File: config.mk
export PLATFORM = sky130hd
export DESIGN_NAME = weather_report_frame_builder
export DESIGN_NICKNAME = d
export VERILOG_FILES = /design/src/wrfb_pkg.sv /design/src/weather_report_frame_builder.sv /design/src/wrfb_front.sv /design/src/wrfb_queue.sv /design/src/wrfb_back.sv
export VERILOG_INCLUDE_DIRS = /design/src /design/src/src
export SDC_FILE = /design/constraint.sdc
export NUM_CORES = 1
export LEC_CHECK = 0
export ABC_CLOCK_PERIOD_IN_PS = 7780
export BUFFER_PORTS_ARGS = -buffer_cell sky130_fd_sc_hd__buf_2
export CORE_MARGIN = 2
export CORE_UTILIZATION = 35
export DETAILED_ROUTE_END_ITERATION = 10
export GPL_ROUTABILITY_DRIVEN = 0
export PLACE_DENSITY_LB_ADDON = 0.05
export RECOVER_POWER = 50
export SLEW_MARGIN = 40
export SYNTH_ARGS = -nofsm -noshare
export SYNTH_HDL_FRONTEND = slang
export SYNTH_SLANG_ARGS = --single-unit
File: constraint.sdc
create_clock -name clk_i -period 7.78 [get_ports clk_i]
set_clock_uncertainty 0.2 [all_clocks]
set_input_delay 0.778 -clock clk_i [delete_from_list [all_inputs] [get_ports clk_i]]
set_output_delay 0.778 -clock clk_i [all_outputs]
set_load 0.005 [all_outputs]
File: src/weather_report_frame_builder_assert.svh
// assertion macros for the weather report frame builder
`ifndef WEATHER_REPORT_FRAME_BUILDER_ASSERT_SVH
`define WEATHER_REPORT_FRAME_BUILDER_ASSERT_SVH

`ifndef SYNTHESIS

// checked on every rising clock edge outside reset
`define WRFB_ASSERT(name, prop) \
  name: assert property (@(posedge clk_i) disable iff (!rst_ni) prop) \
    else $error("wrfb assertion failed");

// implication form, checked outside reset
`define WRFB_ASSERT_IMPL(name, pre, post) \
  name: assert property (@(posedge clk_i) disable iff (!rst_ni) (pre) |-> (post)) \
    else $error("wrfb implication failed");

`else

`define WRFB_ASSERT(name, prop)
`define WRFB_ASSERT_IMPL(name, pre, post)

`endif

`endif

File: src/wrfb_pkg.sv
package wrfb_pkg;

  localparam int FRAME_BYTES = 32;
  localparam int POS_W       = $clog2(FRAME_BYTES);

  localparam logic [15:0] CRC_POLY  = 16'h1021;
  localparam logic [15:0] CRC_INIT  = 16'hffff;
  localparam logic [15:0] SIGN_FLAG = 16'h8000;
  localparam logic [15:0] TEMP_MIN  = 16'h8000;
  localparam logic [14:0] MAG_MAX   = 15'h7fff;

  // fixed header bytes
  localparam logic [7:0] HDR_B0   = 8'h1c;
  localparam logic [7:0] HDR_B1   = 8'h02;
  localparam logic [7:0] HDR_B5   = 8'h0d;
  localparam logic [7:0] HDR_B8   = 8'ha5;
  localparam logic [7:0] HDR_B9   = 8'hfe;
  localparam logic [7:0] HDR_B11  = 8'h08;
  localparam logic [7:0] BYTE_MASK = 8'hff;

  // frame offsets
  localparam int OFS_HDR0   = 0;
  localparam int OFS_HDR1   = 1;
  localparam int OFS_HDR5   = 5;
  localparam int OFS_CRC_LO = 6;
  localparam int OFS_CRC_HI = 7;
  localparam int OFS_HDR8   = 8;
  localparam int OFS_HDR9   = 9;
  localparam int OFS_HDR11  = 11;
  localparam int OFS_SYM    = 13;
  localparam int OFS_NOW_HI = 14;
  localparam int OFS_NOW_LO = 15;
  localparam int OFS_HI_HI  = 16;
  localparam int OFS_HI_LO  = 17;
  localparam int OFS_LO_HI  = 18;
  localparam int OFS_LO_LO  = 19;
  localparam int OFS_CSUM   = 20;
  localparam int SUM_FROM   = 9;

  // queue between front and back, depth kept a power of two
  localparam int QUEUE_DEPTH = 2;
  localparam int QPTR_W      = $clog2(QUEUE_DEPTH);
  localparam int QCNT_W      = $clog2(QUEUE_DEPTH + 1);

  typedef struct packed {
    logic        [7:0]  weather_symbol;
    logic signed [15:0] temp_now;
    logic signed [15:0] temp_high;
    logic signed [15:0] temp_low;
  } wrfb_in_t;

  typedef struct packed {
    logic [7:0] frame_byte;
    logic       frame_last;
  } wrfb_out_t;

  // record after temperature encoding
  typedef struct packed {
    logic [7:0]  symbol;
    logic [15:0] enc_now;
    logic [15:0] enc_high;
    logic [15:0] enc_low;
  } wrfb_rec_t;

  typedef struct packed {
    logic empty;
    logic full;
  } wrfb_q_stat_t;

  typedef struct packed {
    logic pop;
    logic emitting;
  } wrfb_bk_stat_t;

  // two's complement to sign-magnitude, -32768 saturates to -32767
  function automatic logic [15:0] encode_temp(logic [15:0] v);
    logic [15:0] neg;
    logic [14:0] mag;
    neg = 16'(~v + 16'd1);
    if (!v[15]) begin
      return v;
    end
    mag = (v == TEMP_MIN) ? MAG_MAX : neg[14:0];
    return SIGN_FLAG | {1'b0, mag};
  endfunction

  // one byte of crc-16/ccitt-false, msb first
  function automatic logic [15:0] crc_byte(logic [15:0] crc, logic [7:0] b);
    logic [15:0] c;
    c = crc ^ {b, 8'h00};
    for (int k = 0; k < 8; k++) begin
      c = c[15] ? ({c[14:0], 1'b0} ^ CRC_POLY) : {c[14:0], 1'b0};
    end
    return c;
  endfunction

  // frame byte at a position; crc and checksum only when the frame is final
  function automatic logic [7:0] frame_byte_at(wrfb_rec_t rec, logic [POS_W-1:0] pos,
                                               logic [15:0] crc, logic [7:0] csum,
                                               logic fin);
    logic [7:0] b;
    unique case (pos)
      POS_W'(OFS_HDR0):   b = HDR_B0;
      POS_W'(OFS_HDR1):   b = HDR_B1;
      POS_W'(OFS_HDR5):   b = HDR_B5;
      POS_W'(OFS_CRC_LO): b = fin ? crc[7:0] : 8'h00;
      POS_W'(OFS_CRC_HI): b = fin ? crc[15:8] : 8'h00;
      POS_W'(OFS_HDR8):   b = HDR_B8;
      POS_W'(OFS_HDR9):   b = HDR_B9;
      POS_W'(OFS_HDR11):  b = HDR_B11;
      POS_W'(OFS_SYM):    b = rec.symbol;
      POS_W'(OFS_NOW_HI): b = rec.enc_now[15:8];
      POS_W'(OFS_NOW_LO): b = rec.enc_now[7:0];
      POS_W'(OFS_HI_HI):  b = rec.enc_high[15:8];
      POS_W'(OFS_HI_LO):  b = rec.enc_high[7:0];
      POS_W'(OFS_LO_HI):  b = rec.enc_low[15:8];
      POS_W'(OFS_LO_LO):  b = rec.enc_low[7:0];
      POS_W'(OFS_CSUM):   b = fin ? csum : 8'h00;
      default:            b = 8'h00;
    endcase
    return b;
  endfunction

endpackage

File: src/weather_report_frame_builder.sv
// Weather report frame builder: each accepted transaction on the input channel
// (symbol code and three signed temperatures) yields one report frame of
// FRAME_BYTES bytes on the output channel, one byte per transaction, with
// frame_last set on the final byte. Temperatures go out as big-endian
// sign-magnitude, -32768 saturating to -32767. The frame carries a
// CRC-16/CCITT-FALSE (low byte first at offsets 6 and 7) and an inverted byte
// sum at offset 20. Each frame takes two passes over its FRAME_BYTES bytes,
// first through the byte-serial CRC unit, then through the single output
// register, after which the back end returns to idle to take the next record.
// Up to three further records wait in the input stage and the two-entry queue
// while a frame is being built or sent.
`include "weather_report_frame_builder_assert.svh"

module weather_report_frame_builder (
  input  logic                clk_i,
  input  logic                rst_ni,
  input  logic                in_valid_i,
  output logic                in_ready_o,
  input  wrfb_pkg::wrfb_in_t  in_data_i,
  output logic                out_valid_o,
  input  logic                out_ready_i,
  output wrfb_pkg::wrfb_out_t out_data_o
);
  import wrfb_pkg::*;

  logic          push_valid, push_ready;
  wrfb_rec_t     push_data, pop_data;
  wrfb_q_stat_t  q_stat;
  wrfb_bk_stat_t bk_stat;

  wrfb_front u_front (
    .clk_i        (clk_i),
    .rst_ni       (rst_ni),
    .in_valid_i   (in_valid_i),
    .in_ready_o   (in_ready_o),
    .in_data_i    (in_data_i),
    .push_valid_o (push_valid),
    .push_ready_i (push_ready),
    .push_data_o  (push_data)
  );

  wrfb_queue u_queue (
    .clk_i        (clk_i),
    .rst_ni       (rst_ni),
    .push_valid_i (push_valid),
    .push_ready_o (push_ready),
    .push_data_i  (push_data),
    .pop_i        (bk_stat.pop),
    .pop_data_o   (pop_data),
    .stat_o       (q_stat)
  );

  wrfb_back u_back (
    .clk_i       (clk_i),
    .rst_ni      (rst_ni),
    .q_avail_i   (!q_stat.empty),
    .q_data_i    (pop_data),
    .stat_o      (bk_stat),
    .out_valid_o (out_valid_o),
    .out_ready_i (out_ready_i),
    .out_data_o  (out_data_o)
  );

  // queue cannot be empty and full at once
  `WRFB_ASSERT(a_queue_sane, !(q_stat.empty && q_stat.full))
  // back end only takes a record that is there
  `WRFB_ASSERT_IMPL(a_pop_nonempty, bk_stat.pop, !q_stat.empty)
  // a new record is taken only between frames
  `WRFB_ASSERT_IMPL(a_pop_not_emitting, bk_stat.pop, !bk_stat.emitting)
  // a waiting output transaction holds its payload
  `WRFB_ASSERT(a_out_hold, (out_valid_o && !out_ready_i) |=> (out_valid_o && $stable(out_data_o)))

endmodule

File: src/wrfb_front.sv
module wrfb_front (
  input  logic                 clk_i,
  input  logic                 rst_ni,
  input  logic                 in_valid_i,
  output logic                 in_ready_o,
  input  wrfb_pkg::wrfb_in_t   in_data_i,
  output logic                 push_valid_o,
  input  logic                 push_ready_i,
  output wrfb_pkg::wrfb_rec_t  push_data_o
);
  import wrfb_pkg::*;

  logic      vld_q, vld_d;
  wrfb_rec_t rec_q;
  logic      take;

  assign in_ready_o   = !vld_q || push_ready_i;
  assign take         = in_valid_i && in_ready_o;
  assign push_valid_o = vld_q;
  assign push_data_o  = rec_q;

  always_comb begin
    vld_d = vld_q;
    if (take) begin
      vld_d = 1'b1;
    end else if (push_ready_i) begin
      vld_d = 1'b0;
    end
  end

  always_ff @(posedge clk_i or negedge rst_ni) begin
    if (!rst_ni) begin
      vld_q <= 1'b0;
    end else begin
      vld_q <= vld_d;
    end
  end

  always_ff @(posedge clk_i) begin
    if (take) begin
      rec_q.symbol   <= in_data_i.weather_symbol;
      rec_q.enc_now  <= encode_temp(in_data_i.temp_now);
      rec_q.enc_high <= encode_temp(in_data_i.temp_high);
      rec_q.enc_low  <= encode_temp(in_data_i.temp_low);
    end
  end

endmodule

File: src/wrfb_queue.sv
module wrfb_queue (
  input  logic                   clk_i,
  input  logic                   rst_ni,
  input  logic                   push_valid_i,
  output logic                   push_ready_o,
  input  wrfb_pkg::wrfb_rec_t    push_data_i,
  input  logic                   pop_i,
  output wrfb_pkg::wrfb_rec_t    pop_data_o,
  output wrfb_pkg::wrfb_q_stat_t stat_o
);
  import wrfb_pkg::*;

  wrfb_rec_t         mem_q [QUEUE_DEPTH];
  logic [QPTR_W-1:0] wr_ptr_q, rd_ptr_q;
  logic [QCNT_W-1:0] cnt_q, cnt_d;
  logic              push, pop;

  assign stat_o.empty = (cnt_q == '0);
  assign stat_o.full  = (cnt_q == QCNT_W'(QUEUE_DEPTH));
  assign push_ready_o = !stat_o.full;
  assign push         = push_valid_i && push_ready_o;
  assign pop          = pop_i && !stat_o.empty;
  assign pop_data_o   = mem_q[rd_ptr_q];

  always_comb begin
    cnt_d = cnt_q;
    if (push && !pop) begin
      cnt_d = cnt_q + QCNT_W'(1);
    end else if (pop && !push) begin
      cnt_d = cnt_q - QCNT_W'(1);
    end
  end

  always_ff @(posedge clk_i or negedge rst_ni) begin
    if (!rst_ni) begin
      wr_ptr_q <= '0;
      rd_ptr_q <= '0;
      cnt_q    <= '0;
    end else begin
      cnt_q <= cnt_d;
      if (push) begin
        wr_ptr_q <= wr_ptr_q + QPTR_W'(1);
      end
      if (pop) begin
        rd_ptr_q <= rd_ptr_q + QPTR_W'(1);
      end
    end
  end

  always_ff @(posedge clk_i) begin
    if (push) begin
      mem_q[wr_ptr_q] <= push_data_i;
    end
  end

endmodule

File: src/wrfb_back.sv
module wrfb_back (
  input  logic                    clk_i,
  input  logic                    rst_ni,
  input  logic                    q_avail_i,
  input  wrfb_pkg::wrfb_rec_t     q_data_i,
  output wrfb_pkg::wrfb_bk_stat_t stat_o,
  output logic                    out_valid_o,
  input  logic                    out_ready_i,
  output wrfb_pkg::wrfb_out_t     out_data_o
);
  import wrfb_pkg::*;

  typedef enum logic [2:0] {
    BK_IDLE = 3'b001,
    BK_CRC  = 3'b010,
    BK_EMIT = 3'b100
  } bk_state_e;

  bk_state_e        state_q, state_d;
  logic [POS_W-1:0] pos_q, pos_d;
  logic [15:0]      crc_q, crc_d;
  logic [7:0]       sum_q, sum_d;
  wrfb_rec_t        rec_q, rec_d;
  logic             out_vld_q, out_vld_d;
  wrfb_out_t        out_q;
  logic             pop, out_load, at_last;
  logic [7:0]       cur_byte;

  assign at_last  = (pos_q == POS_W'(FRAME_BYTES - 1));
  assign cur_byte = frame_byte_at(rec_q, pos_q, crc_q, sum_q ^ BYTE_MASK,
                                  state_q == BK_EMIT);

  always_comb begin
    state_d  = state_q;
    pos_d    = pos_q;
    crc_d    = crc_q;
    sum_d    = sum_q;
    rec_d    = rec_q;
    pop      = 1'b0;
    out_load = 1'b0;
    unique case (state_q)
      BK_IDLE: begin
        if (q_avail_i) begin
          pop     = 1'b1;
          rec_d   = q_data_i;
          crc_d   = CRC_INIT;
          sum_d   = '0;
          pos_d   = '0;
          state_d = BK_CRC;
        end
      end
      BK_CRC: begin
        // crc and checksum slots read as zero in this pass
        crc_d = crc_byte(crc_q, cur_byte);
        if (pos_q >= POS_W'(SUM_FROM)) begin
          sum_d = sum_q + cur_byte;
        end
        if (at_last) begin
          pos_d   = '0;
          state_d = BK_EMIT;
        end else begin
          pos_d = pos_q + POS_W'(1);
        end
      end
      BK_EMIT: begin
        if (!out_vld_q || out_ready_i) begin
          out_load = 1'b1;
          if (at_last) begin
            pos_d   = '0;
            state_d = BK_IDLE;
          end else begin
            pos_d = pos_q + POS_W'(1);
          end
        end
      end
      default: state_d = BK_IDLE;
    endcase
  end

  always_comb begin
    out_vld_d = out_vld_q;
    if (out_load) begin
      out_vld_d = 1'b1;
    end else if (out_ready_i) begin
      out_vld_d = 1'b0;
    end
  end

  always_ff @(posedge clk_i or negedge rst_ni) begin
    if (!rst_ni) begin
      state_q   <= BK_IDLE;
      pos_q     <= '0;
      crc_q     <= CRC_INIT;
      sum_q     <= '0;
      out_vld_q <= 1'b0;
    end else begin
      state_q   <= state_d;
      pos_q     <= pos_d;
      crc_q     <= crc_d;
      sum_q     <= sum_d;
      out_vld_q <= out_vld_d;
    end
  end

  always_ff @(posedge clk_i) begin
    rec_q <= rec_d;
    if (out_load) begin
      out_q.frame_byte <= cur_byte;
      out_q.frame_last <= at_last;
    end
  end

  assign out_valid_o     = out_vld_q;
  assign out_data_o      = out_q;
  assign stat_o.pop      = pop;
  assign stat_o.emitting = (state_q == BK_EMIT);

endmodule
==> out/results.ini <==
[die]
die_w_um=187
row_count=67
io_pins=71
initial_core_util=0.352
core_area_um2=33300
dieArea_um2=35000
die_height_um=187

[placement]
post-place-cells=1296
dpl.hpwl_um=16700
io_buffers=70
dpl_cell_area_um2=12600

[synthesis]
synth_top_family_by_area=compound AO/OA/AOI/OAI gates
syn_inst=805
yosysSeqAreaShare=0.680
synth-xor-area-share=0.0563
synth_ff_type=edfxtp_1
synth.avg_cell_area_um2=14.6
syn_area_um2=11700
ys_warn_count=0
synth_cell_type_count=66
synth_top_area_share=0.597
synth.area.top_cells=edfxtp_1 60%, mux2_2 5.4%, dfrtp_1 4.5%, dfstp_2 3.8%, xor2_1 2.8%
synth_simple_gate_area_frac=0.0827
yosysTopAreaCell=edfxtp_1
synth-compound-area-share=0.0837
synth_edf_count=233
synth_fa_ha_area_frac=0.0198
synthArstFlopShare=0.140
synth_nets=883
synthMuxAreaShare=0.0555
ys_ff_latch=271

[sta]
min_period_ps=4420
finalSetupTns_ps=0
fmax_mhz=226
finalHoldViolCount=0
slew_viol_final=134
tightest_slew_ps=3560
fin_crit_sh=0.569
setup_viol=0
max_slew_margin=-1.37
rsz0062_at_grt=no

[detailed_routing]
drcViolationCount=0
firstDrtPassIters=5
drt-initial-drc-count=385
wl_per_cell_um=18.5
vias_per_cell=4.85
vias=6556
drt-total-wl_um=25000
antenna_left=0

[grt]
overflow=0
grt_max_degree=73
grt_pass1_vias=7017
track_usage=0.144
grt_pass1_wl_um=39900
grt_antenna_before_repair=0

[cts]
cts_resized=0
cts_buffer_depth=3
ctsHoldBuffers=0
htreeDepth=1
cts_tree=yes
clk_latency_ps=540
clkTransAtPathRegs_ps=60
numCtsBuffers=31
cts_sinks=271
clockRootBuffer=clkbuf_16
cts_setup_buffers=0

[worst_setup_path]
critPathKind=reg -> reg
crit_family=compound AO/OA/AOI/OAI gates
cp-start-kind=register
r2r-start=u_back.pos_q[0]
path_common_cell=ha_1
setup.worst_path.start=u_back.pos_q[0]
path_cells=ha_1 -> and3_1 -> ha_1 -> a222oi_1 -> nand2_1 -> or4_1 -> ha_1 -> a21o_1 -> a21oi_1 -> o21bai_1 -> a21oi_1 -> o21ai_0 -> xnor2_1 -> or3_1 -> o21ai_0
worst_path_max_delay_cell=or4_1
crit_arrival_ps=4680
worstPathMaxFanout=10
crit_buf_inv=0
rr_endpoint=u_back.sum_q[7]
cp_num_cells=15
r2r_setup_slack_ps=3360
crit_required_ps=8030
rr_worst_depth=15
end_kind=register
critPathMaxStageDelay_ps=590

[cells_and_area]
diodes=0
num-fill-cells=3128
final_cells=1353
final_common_cell=edfxtp_1
final_cell_mix=233 x edfxtp_1, 80 x nand2_1, 66 x buf_2, 43 x o21ai_0, 40 x mux2_2
final_area_um2=13600
nets=959
area_growth_pct=15.8
drive_gt1_frac=0.214

[pwr]
peakVddDrop_uv=164
p_per_area_nw_per_um2=323
p_leak_nw=4.96

[hold_path]
whs_endpoint=u_front.push_data_o[55]
min_path_type=in -> reg
hold_depth=1
min_from=in_data_i[55]

[run]
drv_cap=3

[outcome]
outcome=finished, violations left
violations=max-capacitance violations, max-slew violations

[sequential cells by signal, summed over array words and instances, names as in the netlist]
| register | count |
|---|---|
| u_queue.rd_ptr_q | 1 |
| u_queue.wr_ptr_q | 1 |
| u_back.sum_q | 8 |
| u_front.push_data_o | 56 |
| u_back.rec_q | 56 |
| u_back.out_data_o | 9 |
| u_front.push_valid_o | 1 |
| u_back.out_valid_o | 1 |
| u_back.state_q | 3 |
| u_back.pos_q | 5 |
| u_queue.cnt_q | 2 |
| u_queue.mem_q | 112 |
| u_back.crc_q | 16 |
[cell families (layout without fill, tap and decap cells)]
group,after synthesis,after routing
buffers and inverters,57,157
muxes,58,58
adders and majority gates,18,18
DFF,271,271
and+or+nand+nor,182,182
xor gates and xnor gates,73,73
AOI/OAI and AO/OA,146,146
[worst register-to-register path: cells and delay by family (launching register included)]
kind,cells,cell delay [ps]
flops,1,440
simple gates,4,1290
xor+xnor,1,150
compound gates,7,1360
fa+ha+maj,3,920
[Yosys cell counts, drive strengths merged, types with 17 or more instances]
cell type,n
dfrtp,21
xnor2,34
xor2,38
o21ai,44
clkbuf,23
a22oi,18
a21oi,24
edfxtp,233
inv,21
nand2,80
mux2,56
dfstp,17
ha,17
[worst max path at each step]
stage                                  to
after floorplan           u_back.sum_q[7]
after global placement    u_back.sum_q[7]
after CTS                 u_back.sum_q[7]
final                     u_back.sum_q[7]
after global routing      u_back.sum_q[7]
after detailed placement  u_back.sum_q[7]
[layout make-up]
class	instances	area (um^2)	area share
Inverter	22	82.6	0.00608
Tap cell	448	561	0.0413
Sequential cell	271	7970	0.587
Timing Repair Buffer	78	410	0.0302
Clock inverter	19	216	0.0159
Multi-Input combinational cell	477	3520	0.259
Clock buffer	38	822	0.0605
[report_power, final]
| group | internal [mW] | switching, mW | total [mW] |
|---|---|---|---|
| registers | 1.96 | 0.107 | 2.06 |
| logic | 0.344 | 0.521 | 0.865 |
| clock network | 0.909 | 0.552 | 1.46 |
[per-layer routing]
metal | vias up | global-route usage | wire, um
met5 | - | 0 | 0
met2 | 118 | 0.237 | 11800
met1 | 3212 | 0.200 | 11900
li1 | 3190 | - | -
met4 | 0 | 0.0369 | 497
met3 | 36 | 0.0214 | 820
[through the flow]
step	worst slack, ps	util	hold WS [ps]	power, mW
after CTS	3380	0.409	7.25	4.46
after global placement	3570	0.376	223	2.93
after floorplan	3780	-	221	2.69
after global routing	3140	0.408	186	4.63
after detailed placement	3420	0.378	231	2.97
final	3360	0.408	210	4.39
(Power assumes the default switching activity.)
